[src/rtl/core/u2cd_pkg.sv]
// Shared constants and helpers for the Unix time to civil date converter.
package u2cd_pkg;

	// Pipeline depth, one valid bit per stage.
	localparam int NSTG = 12;

	// Fixed local offset of eight hours, in seconds.
	localparam logic [31:0] LOCAL_OFFSET = 32'd28800;

	// Day split: floor(2^32 / 86400) as reciprocal.
	localparam logic [16:0] SECS_PER_DAY = 17'd86400;
	localparam logic [15:0] DAY_RECIP    = 16'd49710;

	// Era selection. Shifted day counts only reach eras 4 and 5, so the
	// boundary is a fixed day count and the day of era is an offset add.
	localparam logic [15:0] ERA5_DAYS    = 16'd11017;
	localparam logic [17:0] ERA4_DOE_OFS = 18'd135080;
	localparam logic [11:0] ERA4_YEAR    = 12'd1600;
	localparam logic [11:0] ERA5_YEAR    = 12'd2000;

	// Year of era: reciprocals floor(2^18 / 1460) and floor(2^18 / 365).
	localparam logic [10:0] DAYS_4Y      = 11'd1460;
	localparam logic [7:0]  RECIP_1460   = 8'd179;
	localparam logic [17:0] DAYS_100Y    = 18'd36524;
	localparam logic [17:0] LAST_DOE     = 18'd146096;
	localparam logic [8:0]  DAYS_PER_YR  = 9'd365;
	localparam logic [9:0]  RECIP_365    = 10'd718;

	// Time of day: reciprocals floor(2^17 / 3600) and floor(2^12 / 60).
	localparam logic [11:0] SECS_PER_HR  = 12'd3600;
	localparam logic [5:0]  RECIP_3600   = 6'd36;
	localparam logic [5:0]  SECS_PER_MIN = 6'd60;
	localparam logic [6:0]  RECIP_60     = 7'd68;

	// Month index from March; index 10 and up roll into the next year.
	localparam logic [3:0]  MP_JANUARY   = 4'd10;
	localparam logic [3:0]  MONTHS_MAR   = 4'd12;

	// Hour and minute carried together down the delay stages.
	typedef struct packed {
		logic [4:0] hour;
		logic [5:0] minute;
	} tod_t;

	// First day of year (March based) of each month index.
	function automatic logic [8:0] month_start(input logic [3:0] mp);
		logic [8:0] res;
		case (mp)
			4'd0:    res = 9'd0;
			4'd1:    res = 9'd31;
			4'd2:    res = 9'd61;
			4'd3:    res = 9'd92;
			4'd4:    res = 9'd122;
			4'd5:    res = 9'd153;
			4'd6:    res = 9'd184;
			4'd7:    res = 9'd214;
			4'd8:    res = 9'd245;
			4'd9:    res = 9'd275;
			4'd10:   res = 9'd306;
			4'd11:   res = 9'd337;
			default: res = 9'd0;
		endcase
		return res;
	endfunction

endpackage

[src/rtl/core/u2cd_time_of_day.sv]
// Seconds of the day to local hour and minute, stages four through twelve.
module u2cd_time_of_day (
	input  logic                       clk,
	input  logic [u2cd_pkg::NSTG-1:0]  en,
	input  logic [16:0]                sod_s3,
	output logic [4:0]                 hour_of_day,
	output logic [5:0]                 minute_of_hour
);

	logic [16:0]        sod_s4;
	logic [4:0]         hour_s4;
	logic [4:0]         hour_s5;
	logic [11:0]        rem_s5;
	logic [4:0]         hour_s6;
	logic [11:0]        rem_s6;
	logic [5:0]         min_s6;
	u2cd_pkg::tod_t     tod_s7;
	u2cd_pkg::tod_t     tod_s8;
	u2cd_pkg::tod_t     tod_s9;
	u2cd_pkg::tod_t     tod_s10;
	u2cd_pkg::tod_t     tod_s11;
	u2cd_pkg::tod_t     tod_s12;

	logic [22:0]        hr_prod;
	logic [16:0]        hr_rem;
	logic [18:0]        mn_prod;
	logic [11:0]        mn_rem;

	// Hour estimate by reciprocal multiply; may be one low.
	assign hr_prod = sod_s3 * {17'd0, u2cd_pkg::RECIP_3600};

	always_ff @(posedge clk) begin
		if (en[3]) begin
			sod_s4  <= sod_s3;
			hour_s4 <= hr_prod[21:17];
		end
	end

	// Remainder and one-step correction of the hour.
	always_comb begin
		hr_rem = sod_s4 - 17'(hour_s4 * u2cd_pkg::SECS_PER_HR);
	end

	always_ff @(posedge clk) begin
		if (en[4]) begin
			if (hr_rem >= 17'(u2cd_pkg::SECS_PER_HR)) begin
				hour_s5 <= hour_s4 + 5'd1;
				rem_s5  <= 12'(hr_rem - 17'(u2cd_pkg::SECS_PER_HR));
			end else begin
				hour_s5 <= hour_s4;
				rem_s5  <= hr_rem[11:0];
			end
		end
	end

	// Minute estimate by reciprocal multiply.
	assign mn_prod = rem_s5 * {12'd0, u2cd_pkg::RECIP_60};

	always_ff @(posedge clk) begin
		if (en[5]) begin
			hour_s6 <= hour_s5;
			rem_s6  <= rem_s5;
			min_s6  <= mn_prod[17:12];
		end
	end

	// Minute correction.
	assign mn_rem = rem_s6 - 12'(min_s6 * u2cd_pkg::SECS_PER_MIN);

	always_ff @(posedge clk) begin
		if (en[6]) begin
			tod_s7.hour   <= hour_s6;
			tod_s7.minute <= (mn_rem >= 12'(u2cd_pkg::SECS_PER_MIN)) ? min_s6 + 6'd1 : min_s6;
		end
	end

	// Delay stages to line up with the date path.
	always_ff @(posedge clk) begin
		if (en[7]) begin
			tod_s8 <= tod_s7;
		end
		if (en[8]) begin
			tod_s9 <= tod_s8;
		end
		if (en[9]) begin
			tod_s10 <= tod_s9;
		end
		if (en[10]) begin
			tod_s11 <= tod_s10;
		end
		if (en[11]) begin
			tod_s12 <= tod_s11;
		end
	end

	assign hour_of_day    = tod_s12.hour;
	assign minute_of_hour = tod_s12.minute;

endmodule

[src/rtl/core/u2cd_days_to_civil.sv]
// Day count since 1970 to Gregorian year, month and day, stages four through twelve.
module u2cd_days_to_civil (
	input  logic                       clk,
	input  logic [u2cd_pkg::NSTG-1:0]  en,
	input  logic [15:0]                days_s3,
	output logic [11:0]                year,
	output logic [3:0]                 month,
	output logic [4:0]                 day_of_month
);

	logic [17:0] doe_s4;
	logic [11:0] ybase_s4;
	logic [17:0] doe_s5;
	logic [11:0] ybase_s5;
	logic [7:0]  q4y_s5;
	logic [2:0]  q100_s5;
	logic        qlast_s5;
	logic [17:0] doe_s6;
	logic [11:0] ybase_s6;
	logic [7:0]  q4y_s6;
	logic [2:0]  q100_s6;
	logic        qlast_s6;
	logic [17:0] doe_s7;
	logic [11:0] ybase_s7;
	logic [17:0] n_s7;
	logic [17:0] doe_s8;
	logic [11:0] ybase_s8;
	logic [17:0] n_s8;
	logic [8:0]  yoe_s8;
	logic [17:0] doe_s9;
	logic [11:0] ybase_s9;
	logic [8:0]  yoe_s9;
	logic [8:0]  doy_s10;
	logic [11:0] yfull_s10;
	logic [8:0]  doy_s11;
	logic [11:0] yfull_s11;
	logic [3:0]  mp_s11;
	logic [11:0] year_s12;
	logic [3:0]  month_s12;
	logic [4:0]  day_s12;

	logic        era5;
	logic [25:0] q4y_prod;
	logic [2:0]  q100_cnt;
	logic [17:0] q4y_rem;
	logic [27:0] yoe_prod;
	logic [17:0] yoe_rem;
	logic [1:0]  c100;
	logic [17:0] yr_days;
	logic [3:0]  mp_cnt;
	logic [8:0]  dom_m1;

	// Era and day of era.
	assign era5 = (days_s3 >= u2cd_pkg::ERA5_DAYS);

	always_ff @(posedge clk) begin
		if (en[3]) begin
			if (era5) begin
				doe_s4   <= {2'b00, days_s3} - {2'b00, u2cd_pkg::ERA5_DAYS};
				ybase_s4 <= u2cd_pkg::ERA5_YEAR;
			end else begin
				doe_s4   <= {2'b00, days_s3} + u2cd_pkg::ERA4_DOE_OFS;
				ybase_s4 <= u2cd_pkg::ERA4_YEAR;
			end
		end
	end

	// Four-year estimate by reciprocal; century and last-day terms by compare.
	assign q4y_prod = doe_s4 * {18'd0, u2cd_pkg::RECIP_1460};

	always_comb begin
		q100_cnt = 3'd0;
		for (int i = 1; i <= 4; i++) begin
			if (doe_s4 >= 18'(u2cd_pkg::DAYS_100Y * 18'(i))) begin
				q100_cnt = q100_cnt + 3'd1;
			end
		end
	end

	always_ff @(posedge clk) begin
		if (en[4]) begin
			doe_s5   <= doe_s4;
			ybase_s5 <= ybase_s4;
			q4y_s5   <= q4y_prod[25:18];
			q100_s5  <= q100_cnt;
			qlast_s5 <= (doe_s4 == u2cd_pkg::LAST_DOE);
		end
	end

	// Correct the four-year quotient.
	assign q4y_rem = doe_s5 - 18'(q4y_s5 * u2cd_pkg::DAYS_4Y);

	always_ff @(posedge clk) begin
		if (en[5]) begin
			doe_s6   <= doe_s5;
			ybase_s6 <= ybase_s5;
			q4y_s6   <= (q4y_rem >= 18'(u2cd_pkg::DAYS_4Y)) ? q4y_s5 + 8'd1 : q4y_s5;
			q100_s6  <= q100_s5;
			qlast_s6 <= qlast_s5;
		end
	end

	// Day of era with leap days folded out.
	always_ff @(posedge clk) begin
		if (en[6]) begin
			doe_s7   <= doe_s6;
			ybase_s7 <= ybase_s6;
			n_s7     <= doe_s6 - {10'd0, q4y_s6} + {15'd0, q100_s6} - {17'd0, qlast_s6};
		end
	end

	// Year of era estimate by reciprocal.
	assign yoe_prod = n_s7 * {18'd0, u2cd_pkg::RECIP_365};

	always_ff @(posedge clk) begin
		if (en[7]) begin
			doe_s8   <= doe_s7;
			ybase_s8 <= ybase_s7;
			n_s8     <= n_s7;
			yoe_s8   <= yoe_prod[26:18];
		end
	end

	// Correct the year of era.
	assign yoe_rem = n_s8 - 18'(yoe_s8 * u2cd_pkg::DAYS_PER_YR);

	always_ff @(posedge clk) begin
		if (en[8]) begin
			doe_s9   <= doe_s8;
			ybase_s9 <= ybase_s8;
			yoe_s9   <= (yoe_rem >= 18'(u2cd_pkg::DAYS_PER_YR)) ? yoe_s8 + 9'd1 : yoe_s8;
		end
	end

	// Day of the March-based year and the full year.
	always_comb begin
		c100 = 2'd0;
		for (int i = 1; i <= 3; i++) begin
			if (yoe_s9 >= 9'(100 * i)) begin
				c100 = c100 + 2'd1;
			end
		end
		yr_days = 18'(yoe_s9 * u2cd_pkg::DAYS_PER_YR) + {11'd0, yoe_s9[8:2]} - {16'd0, c100};
	end

	always_ff @(posedge clk) begin
		if (en[9]) begin
			doy_s10   <= 9'(doe_s9 - yr_days);
			yfull_s10 <= ybase_s9 + {3'd0, yoe_s9};
		end
	end

	// Month index from the month start table.
	always_comb begin
		mp_cnt = 4'd0;
		for (int i = 1; i < 12; i++) begin
			if (doy_s10 >= u2cd_pkg::month_start(4'(i))) begin
				mp_cnt = mp_cnt + 4'd1;
			end
		end
	end

	always_ff @(posedge clk) begin
		if (en[10]) begin
			doy_s11   <= doy_s10;
			yfull_s11 <= yfull_s10;
			mp_s11    <= mp_cnt;
		end
	end

	// Calendar month, day of month and the January/February year roll.
	assign dom_m1 = doy_s11 - u2cd_pkg::month_start(mp_s11);

	always_ff @(posedge clk) begin
		if (en[11]) begin
			day_s12 <= dom_m1[4:0] + 5'd1;
			if (mp_s11 >= u2cd_pkg::MP_JANUARY) begin
				month_s12 <= mp_s11 + 4'd3 - u2cd_pkg::MONTHS_MAR;
				year_s12  <= yfull_s11 + 12'd1;
			end else begin
				month_s12 <= mp_s11 + 4'd3;
				year_s12  <= yfull_s11;
			end
		end
	end

	assign year         = year_s12;
	assign month        = month_s12;
	assign day_of_month = day_s12;

endmodule

[src/rtl/core/unix_time_to_civil_date.sv]
// Top level: Unix seconds to local civil date and time, with pipeline control.
//
// Converts a 32-bit Unix timestamp, shifted by a fixed eight-hour local
// offset (wrapping at 2^32), into Gregorian year, month, day, hour and
// minute. The pipeline is 12 register stages deep, and one timestamp can
// be taken in every cycle unless all stages are full and the output side
// is stalled. The depth comes from the chain of divisions by constants,
// each done as a reciprocal multiply followed by a one-step correction in
// the next stage. Each stage holds its own valid bit and loads whenever it
// is empty or its content moves on, so empty stages fill in behind a
// stalled output and nothing is dropped or repeated.
module unix_time_to_civil_date (
	input  logic        clk,
	input  logic        arst_n,
	input  logic        in_valid,
	output logic        in_ready,
	input  logic [31:0] unix_seconds,
	output logic        out_valid,
	input  logic        out_ready,
	output logic [11:0] year,
	output logic [3:0]  month,
	output logic [4:0]  day_of_month,
	output logic [4:0]  hour_of_day,
	output logic [5:0]  minute_of_hour
);

	logic [u2cd_pkg::NSTG-1:0] vld_q;
	logic [u2cd_pkg::NSTG-1:0] en;

	logic [31:0] local_s1;
	logic [31:0] local_s2;
	logic [15:0] days_e_s2;
	logic [15:0] days_s3;
	logic [16:0] sod_s3;

	logic [47:0] day_prod;
	logic [31:0] day_rem;

	// A stage loads when it is empty or its content moves on this cycle.
	always_comb begin
		en[u2cd_pkg::NSTG-1] = !vld_q[u2cd_pkg::NSTG-1] || out_ready;
		for (int i = u2cd_pkg::NSTG - 2; i >= 0; i--) begin
			en[i] = !vld_q[i] || en[i+1];
		end
	end

	// Valid bits move with the data.
	always_ff @(posedge clk or negedge arst_n) begin
		if (!arst_n) begin
			vld_q <= '0;
		end else begin
			if (en[0]) begin
				vld_q[0] <= in_valid;
			end
			for (int i = 1; i < u2cd_pkg::NSTG; i++) begin
				if (en[i]) begin
					vld_q[i] <= vld_q[i-1];
				end
			end
		end
	end

	assign in_ready  = en[0];
	assign out_valid = vld_q[u2cd_pkg::NSTG-1];

	// Local time, wrapping at 2^32.
	always_ff @(posedge clk) begin
		if (en[0]) begin
			local_s1 <= unix_seconds + u2cd_pkg::LOCAL_OFFSET;
		end
	end

	// Day count estimate by reciprocal multiply; may be one low.
	assign day_prod = local_s1 * {32'd0, u2cd_pkg::DAY_RECIP};

	always_ff @(posedge clk) begin
		if (en[1]) begin
			local_s2  <= local_s1;
			days_e_s2 <= day_prod[47:32];
		end
	end

	// Remainder and one-step correction give days and seconds of the day.
	assign day_rem = local_s2 - 32'(days_e_s2 * u2cd_pkg::SECS_PER_DAY);

	always_ff @(posedge clk) begin
		if (en[2]) begin
			if (day_rem >= 32'(u2cd_pkg::SECS_PER_DAY)) begin
				days_s3 <= days_e_s2 + 16'd1;
				sod_s3  <= 17'(day_rem - 32'(u2cd_pkg::SECS_PER_DAY));
			end else begin
				days_s3 <= days_e_s2;
				sod_s3  <= day_rem[16:0];
			end
		end
	end

	// Date path.
	u2cd_days_to_civil u_date (
		.clk          (clk),
		.en           (en),
		.days_s3      (days_s3),
		.year         (year),
		.month        (month),
		.day_of_month (day_of_month)
	);

	// Time of day path.
	u2cd_time_of_day u_tod (
		.clk            (clk),
		.en             (en),
		.sod_s3         (sod_s3),
		.hour_of_day    (hour_of_day),
		.minute_of_hour (minute_of_hour)
	);

endmodule
[config.mk]
export PLATFORM = sky130hd
export DESIGN_NAME = unix_time_to_civil_date
export DESIGN_NICKNAME = d
export VERILOG_FILES = /design/src/rtl/core/u2cd_pkg.sv /design/src/rtl/core/u2cd_time_of_day.sv /design/src/rtl/core/u2cd_days_to_civil.sv /design/src/rtl/core/unix_time_to_civil_date.sv
export SDC_FILE = /design/constraint.sdc
export NUM_CORES = 2
export LEC_CHECK = 0
export ABC_AREA = 1
export BUFFER_PORTS_ARGS = -buffer_cell sky130_fd_sc_hd__buf_2
export CORE_AREA = 2 2 240 360
export DETAILED_ROUTE_END_ITERATION = 10
export DIE_AREA = 0 0 242 362
export PLACE_DENSITY = 0.72
export SLEW_MARGIN = 15
export SYNTH_ARGS = -nofsm -noshare
export SYNTH_HDL_FRONTEND = slang
export SYNTH_SLANG_ARGS = --single-unit
[constraint.sdc]
create_clock -name clk -period 18.9 [get_ports clk]
set_input_delay 3.78 -clock clk [delete_from_list [all_inputs] [get_ports clk]]
set_output_delay 3.78 -clock clk [all_outputs]
set_load 0.02 [all_outputs]
Yosys cells after proc, flatten, opt, wreduce, memory -nomap -nowiden
Memories as Yosys holds them, arrays and structs flattened. A register that Yosys moved wholly into a read port is not among the register bits.
Cells that the tools add are included.
{"block": "word_totals", "ramBits": 0, "inputBits": 36, "latchBits": 0, "wordCells": 200, "mem_count": 1, "mem_bits_ro": 144, "regBits": 547}
{"name": "(no name shown)", "words": 16, "word_bits": 9, "read_ports": 1, "rd_ports_with_merged_regs": 1, "write_ports": 0, "line": "u2cd_pkg.sv:48", "source": "case (mp)"}
{"block": "op_classes", "mul": 11, "mux": 30, "reduce_logical": 24, "eq_ne": 1, "bitwise": 0, "n_shift": 0, "n_lt_le_gt_ge": 25, "add_sub_neg": 42, "n_div": 0}
{"cell": "$mux W4", "count": 12}
{"cell": "$mul A32 B15 Y47 const B", "count": 1}
{"cell": "$ge A9 B8 Y1 const B", "count": 5}
{"cell": "$add A4 B1 Y4 const B", "count": 9}
{"cell": "$ge A18 B17 Y1 const B", "count": 2}
{"cell": "$ge A9 B9 Y1 const B", "count": 4}
{"cell": "$sub A18 B18 Y18", "count": 2}
{"cell": "$add A32 B15 Y32 const B", "count": 1}
{"cell": "$ge A32 B17 Y1 const B", "count": 1}
{"cell": "$sub A32 B32 Y32", "count": 1}
{"cell": "$ge A9 B7 Y1 const B", "count": 3}
{"cell": "$mul A18 B8 Y26 const B", "count": 1}
{"cell": "$mul A18 B9 Y26 const B", "count": 1}
{"cell": "$mul A16 B10 Y25 const B", "count": 1}
{"cell": "$mux W12", "count": 2}
{"cell": "$mul A17 B4 Y20 const B", "count": 1}
{"cell": "$add A16 B18 Y18 const B", "count": 1}
{"cell": "$add A18 B3 Y18", "count": 1}
{"cell": "$eq A18 B18 Y1 const B", "count": 1}
{"cell": "$ge A18 B11 Y1 const B", "count": 1}
{"cell": "$ge A18 B16 Y1 const B", "count": 1}
{"cell": "$ge A18 B18 Y1 const B", "count": 1}
{"cell": "$ge A18 B9 Y1 const B", "count": 1}
{"cell": "$mul A9 B9 Y18 const B", "count": 1}
{"cell": "46 further kinds", "count": 78}

Logic depth before layout (Yosys ltp)
{"block": "depth", "depth_word": 23, "mapped_depth": 46, "mapped_depth_nobuf": 46}

Modules after synthesis
Synthesis repeated with hierarchy kept, for this count alone.
{"block": "unflattened", "cells_unflattened": 5194, "hier_area_um2": 48248.8}
{"module": "u2cd_days_to_civil", "area_per_inst_um2": 22970.8, "n_inst": 1, "seq_area_each_um2": 6946.7, "cells_each": 2365}
{"module": "unix_time_to_civil_date", "area_per_inst_um2": 17498.0, "n_inst": 1, "seq_area_each_um2": 3693.5, "cells_each": 2062}
{"module": "u2cd_time_of_day", "area_per_inst_um2": 7780.0, "n_inst": 1, "seq_area_each_um2": 3783.6, "cells_each": 767}

Least setup slack after synthesis
Ideal clock, no wire load.
{"block": "synth_timing", "kind": "input -> output", "from": "input out_ready", "to": "output in_ready", "setup_slack_ns": 1.863, "required_ns": 15.120, "path_stages": 22, "t_arrival_ns": 13.257, "cell_sequence": "nor2_1 -> inv_1 -> nor2_1 -> inv_1 -> nor2_1 -> inv_1 -> nor2_1 -> inv_1 -> nor2_1 -> inv_1 -> nor2_1 -> inv_1 -> nor2_1 -> inv_1 -> nor2_1 -> inv_1 -> nor2_1 -> inv_1 -> nor2_1 -> inv_1 -> nor2_1 -> nand2_1"}
{"block": "synth_via", "elab_chain_len": 12}
{"item": "start, declared", "line": "unix_time_to_civil_date.sv:19", "source": "input logic out_ready,"}
{"item": "$logic_or A1 B1 Y1", "line": "unix_time_to_civil_date.sv:41", "source": "en[u2cd_pkg::NSTG-1] = !vld_q[u2cd_pkg::NSTG-1] || out_ready;"}
{"item": "via en, one bit", "line": "unix_time_to_civil_date.sv:28", "source": "logic [u2cd_pkg::NSTG-1:0] en;"}
{"item": "$logic_or A1 B1 Y1 (2 in a row)", "line": "unix_time_to_civil_date.sv:43", "source": "en[i] = !vld_q[i] || en[i+1];"}
{"item": "via en, one bit", "line": "unix_time_to_civil_date.sv:28"}
{"item": "$logic_or A1 B1 Y1", "line": "unix_time_to_civil_date.sv:43"}
{"item": "via en, one bit", "line": "unix_time_to_civil_date.sv:28"}
{"item": "$logic_or A1 B1 Y1", "line": "unix_time_to_civil_date.sv:43"}
{"item": "via en, one bit", "line": "unix_time_to_civil_date.sv:28"}
{"item": "[... 1 more ...]"}
{"item": "via en, one bit", "line": "unix_time_to_civil_date.sv:28"}
{"item": "[... 1 more ...]"}
{"item": "via en, one bit", "line": "unix_time_to_civil_date.sv:28"}
{"item": "$logic_or A1 B1 Y1", "line": "unix_time_to_civil_date.sv:43"}
{"item": "via en, one bit", "line": "unix_time_to_civil_date.sv:28"}
{"item": "$logic_or A1 B1 Y1", "line": "unix_time_to_civil_date.sv:43"}
{"item": "via en, one bit", "line": "unix_time_to_civil_date.sv:28"}
{"item": "$logic_or A1 B1 Y1", "line": "unix_time_to_civil_date.sv:43"}
{"item": "via en, one bit", "line": "unix_time_to_civil_date.sv:28"}
{"item": "$logic_or A1 B1 Y1 (2 in a row)", "line": "unix_time_to_civil_date.sv:43"}
{"item": "end, declared", "line": "unix_time_to_civil_date.sv:16", "source": "output logic in_ready,"}
The timed path passes the listed nets, and every way through them passes these cells.

Worst setup path after layout
Same ends and word-level chain as after synthesis.

==> flow_metrics.py <==
metrics = {
    "clock_tree": {
        "post_cts_buffers": 0,
        "clock_sinks": 484,
        "cts-buffers-inserted": 47,
        "clockBufferDepth": 3,
        "clkLatencyLatePin_ns": 0.62,
        "cts_hold_buf": 0,
        "cts-root-buf": "clkbuf_16",
        "htree_levels": 2,
        "cts_tree": "yes",
        "clkTransAtPathRegs_ns": 0.06,
        "post_cts_resized": 0,
    },
    "detailed_routing": {
        "wl_per_cell_um": 16.1,
        "first_iter_violations": 1328,
        "via_per_inst": 5.29,
        "ant_nets": 0,
        "first_pass_iters": 5,
        "drc": 0,
        "totalWireLength_um": 95300,
        "vias": 31304,
    },
    "setup_path": {
        "crit_family": "buffers and inverters",
        "cpPeakStageDelay_ns": 0.77,
        "path_class": "in2out",
        "crit_required_ns": 15.12,
        "cp_num_buf_inv": 18,
        "crit_arrival_ns": 10.31,
        "crit_path_start_kind": "primary input",
        "cp_slowest_cell": "inv_2",
        "critPathMaxFanout": 54,
        "critPathMostFrequentCell": "nor2_1",
        "endpoint_kind": "output port",
    },
    "synth": {
        "postSynthRegisterBits": 484,
        "syn_area_mm2": 0.0461,
        "ys.flop_type": "edfxtp_1",
        "ys_seq_area_share_pct": 31.3,
        "avgSynthCellArea_um2": 9.94,
        "synth.net_count": 5850,
        "synth.distinct_cells": 59,
        "syn_inst": 4639,
        "synth_warnings": 0,
        "synth_edf_count": 467,
        "async_flop_share_pct": 2.48,
    },
    "sta": {
        "fin_crit_sh_pct": 74.5,
        "grt_setup_unrepaired": "no",
        "setup_viol_count_final": 0,
        "min_period_ns": 14.09,
        "fin_setup_tns_ns": 0,
        "max_freq_mhz": 71.0,
        "relSlewSlack_pct": 29.8,
        "hold_violations": 0,
        "slew_violations": 0,
        "skew_ns": 0.0538,
        "worstMarginPinSlew_ns": 1.05,
    },
    "global_route": {
        "grt_pass1_wl_um": 156000,
        "antenna_found_initial": 0,
        "grt_util_all_layers_pct": 22.2,
        "grt_pass1_vias": 33175,
        "gr-total-overflow": 0,
        "grt_max_degree": 55,
    },
    "run": {
        "max_cap_viol_count": 0,
    },
    "min_path": {
        "hold_class": "reg2reg",
    },
    "floorplan": {
        "num_io_pins": 70,
        "fp.dieH_um": 362,
        "die_x_um": 242,
        "core_area_mm2": 0.0846,
        "die-area_mm2": 0.0876,
        "fp-row-count": 131,
        "start_util_pct": 54.5,
    },
    "layout": {
        "nNetsFinal": 5964,
        "final_common_cell": "inv_1",
        "final_cell_mix": "inv_1, ha_1, nand2_1",
        "drive_gt1_share_pct": 4.32,
        "num_antenna_cells": 0,
        "syn_to_final_growth_pct": 7.45,
    },
    "place": {
        "io_buffers": 69,
        "dpl.hpwl_um": 80500,
        "gp_congestion": 0.927,
    },
    "run_status": {
        "status": "finished, final reports clean",
    },
}
## registers in the layout, summed over array words and instances (netlist names), 10 cells and up, named ones only
name              flops
u_tod.tod_s9         11
u_date.n_s8          18
u_date.yfull_s10     12
u_date.doe_s5        18
sod_s3               17
u_date.doe_s4        18
u_tod.tod_s8         11
u_tod.rem_s6         10
u_tod.tod_s11        11
u_date.yfull_s11     12
vld_q                12
local_s1             32
u_date.n_s7          18
u_tod.sod_s4         17
u_date.doe_s6        18
u_date.year          12
u_tod.tod_s7         11
days_s3              16
days_e_s2            16
u_tod.rem_s5         12
local_s2             32
u_tod.tod_s10        11
## per-layer routing
metal  GRT usage (%)  vias up  part of all wire, %
met5               0        -                    0
met4            12.1        0                  6.0
met1            20.9    15016                   34
li1                -    15444                    -
met3            1.67      272                  2.2
met2            46.4      572                   57
## cells by family (layout without fill, tap and decap cells)
| family | after synthesis | in the layout | share of synthesized area (%) |
|---|---|---|---|
| buffers and inverters | 1032 | 1183 | 8.46 |
| muxes | 2 | 2 | 0.0434 |
| adders and majority gates | 1175 | 1175 | 37.7 |
| xor gates and xnor gates | 298 | 298 | 5.66 |
| AOI/OAI and AO/OA | 551 | 551 | 6.78 |
| DFF | 484 | 484 | 31.3 |
| and+or+nand+nor | 1097 | 1097 | 10.1 |
## cell type report
class | instances | area (µm²)
Fill cell | 7108 | 35000
Multi-Input combinational cell | 3123 | 27800
Sequential cell | 484 | 14400
Inverter | 1019 | 3820
Tap cell | 1130 | 1410
Clock buffer | 50 | 1190
Clock inverter | 36 | 495
Timing Repair Buffer | 78 | 413
## through the flow
step / util (%) / hold WS [ns] / setup WS (ns) / std cells / area, µm²
after CTS: 58.6 / 0.409 / 4.66 / 5920 / 49600
after global placement: 56.6 / 0.401 / 4.76 / 5834 / 47900
after global routing: 58.6 / 0.417 / 3.97 / 5920 / 49600
after detailed placement: 56.6 / 0.405 / 4.67 / 5834 / 47900
after floorplan: - / 0.400 / 1.86 / 4639 / 46100
final: 58.6 / 0.412 / 4.81 / 5920 / 49600
## synth_stat cells (5+ instances only)
cell type / count / area, µm²
inv_1: 1016 / 3810
ha_1: 819 / 10200
nand2_1: 585 / 2200
edfxtp_1: 467 / 14000
fa_1: 356 / 7130
a21oi_1: 257 / 1290
nor2_1: 198 / 743
xor2_1: 193 / 1690
nand3_1: 177 / 886
o21ai_0: 150 / 751
xnor2_1: 105 / 920
nor3_1: 44 / 220
nand4_1: 32 / 200
a21o_1: 27 / 203
a31oi_1: 17 / 106
o21bai_1: 16 / 120
or2_2: 15 / 93.8
o31ai_1: 14 / 105
nor4_1: 13 / 81.3
dfrtp_1: 12 / 300
o211ai_1: 12 / 90.1
o21a_1: 11 / 82.6
nand2_2: 9 / 56.3
o2111ai_1: 8 / 70.1
a211oi_1: 5 / 37.5
and2_1: 5 / 31.3
clkbuf_1: 5 / 18.8
dfxtp_1: 5 / 100
o21ai_1: 5 / 25.0
o311ai_0: 5 / 43.8
## final timing paths
kind | startpoint | to | slack, ns | depth (start not counted)
worst min-delay path | u_tod.tod_s7[4] | u_tod.tod_s8[4] | 0.41 | 0
worst max-delay path | out_ready | in_ready | 4.81 | 30
worst min register to register | u_tod.tod_s7[4] | u_tod.tod_s8[4] | 0.41 | 0
max in group asynchronous | arst_n | vld_q[2] | 15.46 | 1
worst max register to register | days_e_s2[1] | days_s3[7] | 10.55 | 27
min in group asynchronous | arst_n | vld_q[11] | 3.10 | 1
## worst reg2reg max path, stage by stage (launching register included)
cell	delay (ns)
edfxtp_1	0.57
ha_1	0.36
inv_1	0.07
fa_1	0.51
inv_1	0.05
fa_1	0.46
ha_1	0.29
inv_1	0.05
fa_1	0.51
inv_1	0.05
ha_1	0.35
a21oi_1	0.19
inv_1	0.08
a31oi_1	0.20
o221ai_1	0.14
a21oi_1	0.30
xor2_1	0.15
ha_1	0.38
nand2_1	0.15
nor4_1	0.67
nand4_1	0.21
nand3_1	0.29
xor2_1	0.10
nor4_1	0.61
nand4_2	0.73
nand2_4	0.55
nand2_1	0.10
nand2_1	0.13
Power is not shown: default switching activity piles up to over one toggle a cycle in this logic, so the estimate is an artifact.
